`src/sv/tmbvc_pkg.sv`:
```
`timescale 1ns / 1ps
// shared constants and codes for the triple mask bit vote counter
package tmbvc_pkg;

  localparam int unsigned WORD_BITS  = 64;   // bits per bitmap word, counters per row
  localparam int unsigned COL_BITS   = 6;    // bit position inside a word
  localparam int unsigned WIDX_BITS  = 6;    // word_index width
  localparam int unsigned CIDX_BITS  = 12;   // counter_index width
  localparam int unsigned COUNT_BITS = 8;    // count_value width
  localparam int unsigned MAX_ROWS   = 64;   // rows reachable through a 6-bit word index

  localparam logic OP_ACC  = 1'b0;
  localparam logic OP_READ = 1'b1;

endpackage

```
`src/sv/tmbvc_row_update.sv`:
```
`timescale 1ns / 1ps
// adds one to every counter of a row whose hit bit is set, wrapping per counter
module tmbvc_row_update #(
  parameter int unsigned CounterBits = 8
) (
  input  logic [tmbvc_pkg::WORD_BITS*CounterBits-1:0] row_i,
  input  logic [tmbvc_pkg::WORD_BITS-1:0]             hits_i,
  output logic [tmbvc_pkg::WORD_BITS*CounterBits-1:0] row_o
);

  for (genvar l = 0; l < tmbvc_pkg::WORD_BITS; l++) begin : g_lane
    assign row_o[l*CounterBits +: CounterBits] =
      row_i[l*CounterBits +: CounterBits] + CounterBits'(hits_i[l]);
  end

endmodule

```
`config.mk`:
```
export PLATFORM = sky130hd
export DESIGN_NAME = tmbvc_row_update
export DESIGN_NICKNAME = d
export VERILOG_FILES = /design/src/sv/tmbvc_pkg.sv /design/src/sv/tmbvc_row_update.sv
export SDC_FILE = /design/constraint.sdc
export NUM_CORES = 1
export LEC_CHECK = 0
export ABC_AREA = 1
export BUFFER_PORTS_ARGS = -buffer_cell sky130_fd_sc_hd__buf_2
export CAP_MARGIN = 30
export CORE_AREA = 2 2 424 426
export DETAILED_ROUTE_END_ITERATION = 8
export DIE_AREA = 0 0 426 428
export PLACE_DENSITY = 0.3
export SKIP_LAST_GASP = 1
export SYNTH_ARGS = -nofsm -noshare
export SYNTH_HDL_FRONTEND = slang
export SYNTH_SLANG_ARGS = --single-unit
```
`constraint.sdc`:
```
create_clock -name vclk -period 1.1
set_input_delay 0.165 -clock vclk [all_inputs]
set_output_delay 0.165 -clock vclk [all_outputs]
set_load 0.02 [all_outputs]
```
==> flow_summary.yaml <==
run_status:
  outcome: "finished, violations left"
  violations: "setup timing"
die:
  die_x_um: 426
  io-pin-count: 1088
  die_h_um: 428
  dieArea_sq_um: 182000
  row_count: 155
  core_area_sq_um: 178000
  start_util_pct: 5.40
synthesis:
  ys_seq_area_share_pct: 0
  synth_cell_type_count: 12
  synth_area_sq_um: 9600
  ys_warn_count: 0
  synth_fp_nets: 2580
  avgSynthCellArea_sq_um: 5.12
  syn_inst: 1876
timing:
  finalCritPeriodShare_pct: 121
  rsz0062_at_grt: "yes"
  tightest_slew_ns: 0.263
  maxSlewHeadroom_pct: 82.4
  fmax_mhz: 751
  period_minus_slack_ns: 1.33
  hold_violations: 0
  setup_violations: 289
  hold_slack_ns: 0.634
  setup_ws_ns: -0.231
  maxSlewViolCount: 0
worst_hold_path:
  worstHoldStart: "row_i[239]"
  holdPathEnd: "row_o[239]"
  min_path_type: "input pin to output pin"
  holdPathStages: 4
drt:
  num_vias: 17600
  drt_iter0_markers: 550
  viasPerCell: 3.12
  ant_nets: 0
  drtPass1Iterations: 5
  routedWlPerCell_um: 18.5
  routed_wl_um: 105000
  route.detailed.drc: 0
cells_and_area:
  finalInstanceArea_sq_um: 30800
  final_common_cell: "nand2_1"
  stdcell_count: 5650
  seqCellArea_sq_um: 0
  syn_to_final_growth_pct: 221
  layout_common_cells: "557 x nand2_1, 533 x buf_2, 500 x buf_6, 293 x buf_4, 213 x inv_1"
  clkbuf_count: 0
  fillerInstances: 20300
  flops_and_latches: 0
  drive_gt1_share_pct: 69.8
  final_nets: 3997
power:
  p_per_area_nw_per_um2: 428
  ir_worst_vdd_mv: 0.248
  leakage_nw: 13.6
  total_power_w: 0.0132
worst_setup_path:
  cp_max_fo: 3
  worstSetupPathType: "input pin to output pin"
  crit_arrival_ns: 1.17
  critPathRequiredTime_ns: 0.94
  cp-end-kind: "output pin"
  startpoint_type: "input pin"
global_routing:
  grtUsageTotal_pct: 10.8
  grt_pass1_wl_um: 139000
  antenna_found_initial: 56
  overflow: 0
  grt_max_degree: 6
  grt_pass1_vias: 17400
place:
  gp_congestion: 0.917
  dp.cells: 5637
  place_hpwl_um: 97500
  pre_cts_slack_ns: -0.849
  portBuffers: 1088
  place_area_sq_um: 21400
run:
  max_cap_violations: 0
cts:
  cts_hold_buf: 0
==> power breakdown <==
| part | switching (W) | leakage (nW) | internal (W) | total [W] |
|---|---|---|---|---|
| Sequential | 0 | 0 | 0 | 0 |
| Clock | 0 | 0.0000254 | 0.000000000490 | 0.000000000490 |
| Combinational | 0.00714 | 13.6 | 0.00605 | 0.0132 |
==> critical path, cell delays in order <==
cell,delay (ns)
buf_8,0.10
ha_4,0.18
ha_4,0.17
buf_4,0.12
xor2_1,0.13
buf_4,0.15
buf_6,0.13
==> area by class of cell <==
type / instances / area, sq um / share of cell area (%)
diodes: 4 / 10.0 / 0.0325
inverters: 267 / 1080 / 3.50
multi-input cells: 1609 / 14900 / 48.4
well taps: 2355 / 2950 / 9.56
repair buffers: 1415 / 11900 / 38.5
==> per-stage QoR <==
stage	util [%]	setup TNS, ns
floorplan	-	-1.87
global placement	12.0	-104.81
detailed placement	12.0	-105.05
CTS	16.2	-24.73
global route	17.3	-36.52
finish	17.3	-22.05
==> how the worst max path moves through the flow <==
stage,cells past startpoint,end,start
floorplan,5,row_o[132],row_i[128]
finish,7,row_o[306],row_i[304]
global route,7,row_o[284],row_i[280]
global placement,7,row_o[502],row_i[496]
CTS,7,row_o[284],hits_i[35]
detailed placement,7,row_o[282],row_i[280]
==> layer usage <==
layer | track usage (%) | wire length [um]
met5 | 0 | 21
met1 | 11.3 | 36800
met2 | 21.3 | 56500
met3 | 3.50 | 9150
met4 | 1.21 | 2160
==> kinds of logic (layout without fill, tap and decap cells) <==
kind of cell	after synthesis	count (layout)	synth area share, %
AND/OR/NAND/NOR	1174	1174	49.4
buffers and inverters	267	1682	10.4
XOR/XNOR	192	192	17.5
adder cells (fa/ha/maj)	128	128	16.7
AO/OA/AOI/OAI	115	115	5.99
other	0	4	0
==> synth_stat cells <==
cell type / count / area (sq um)
inv_1: 267 / 1000
nor2_4: 3 / 33.8
nor2_1: 237 / 890
o21ai_0: 115 / 576
nand2_2: 3 / 18.8
xor2_1: 78 / 683
nand2_1: 716 / 2690
nor2_2: 8 / 50.1
xnor2_1: 114 / 998
ha_1: 128 / 1600
nand3_1: 197 / 986
nand3b_1: 10 / 75.1
==> what timing repair did <==
action	in CTS	in global routing
pin swaps	533	398
setup endpoints to repair	431	377
setup buffers	9	25
gates resized for setup	1841	518
Note: power is estimated with default switching activity, not from simulation.
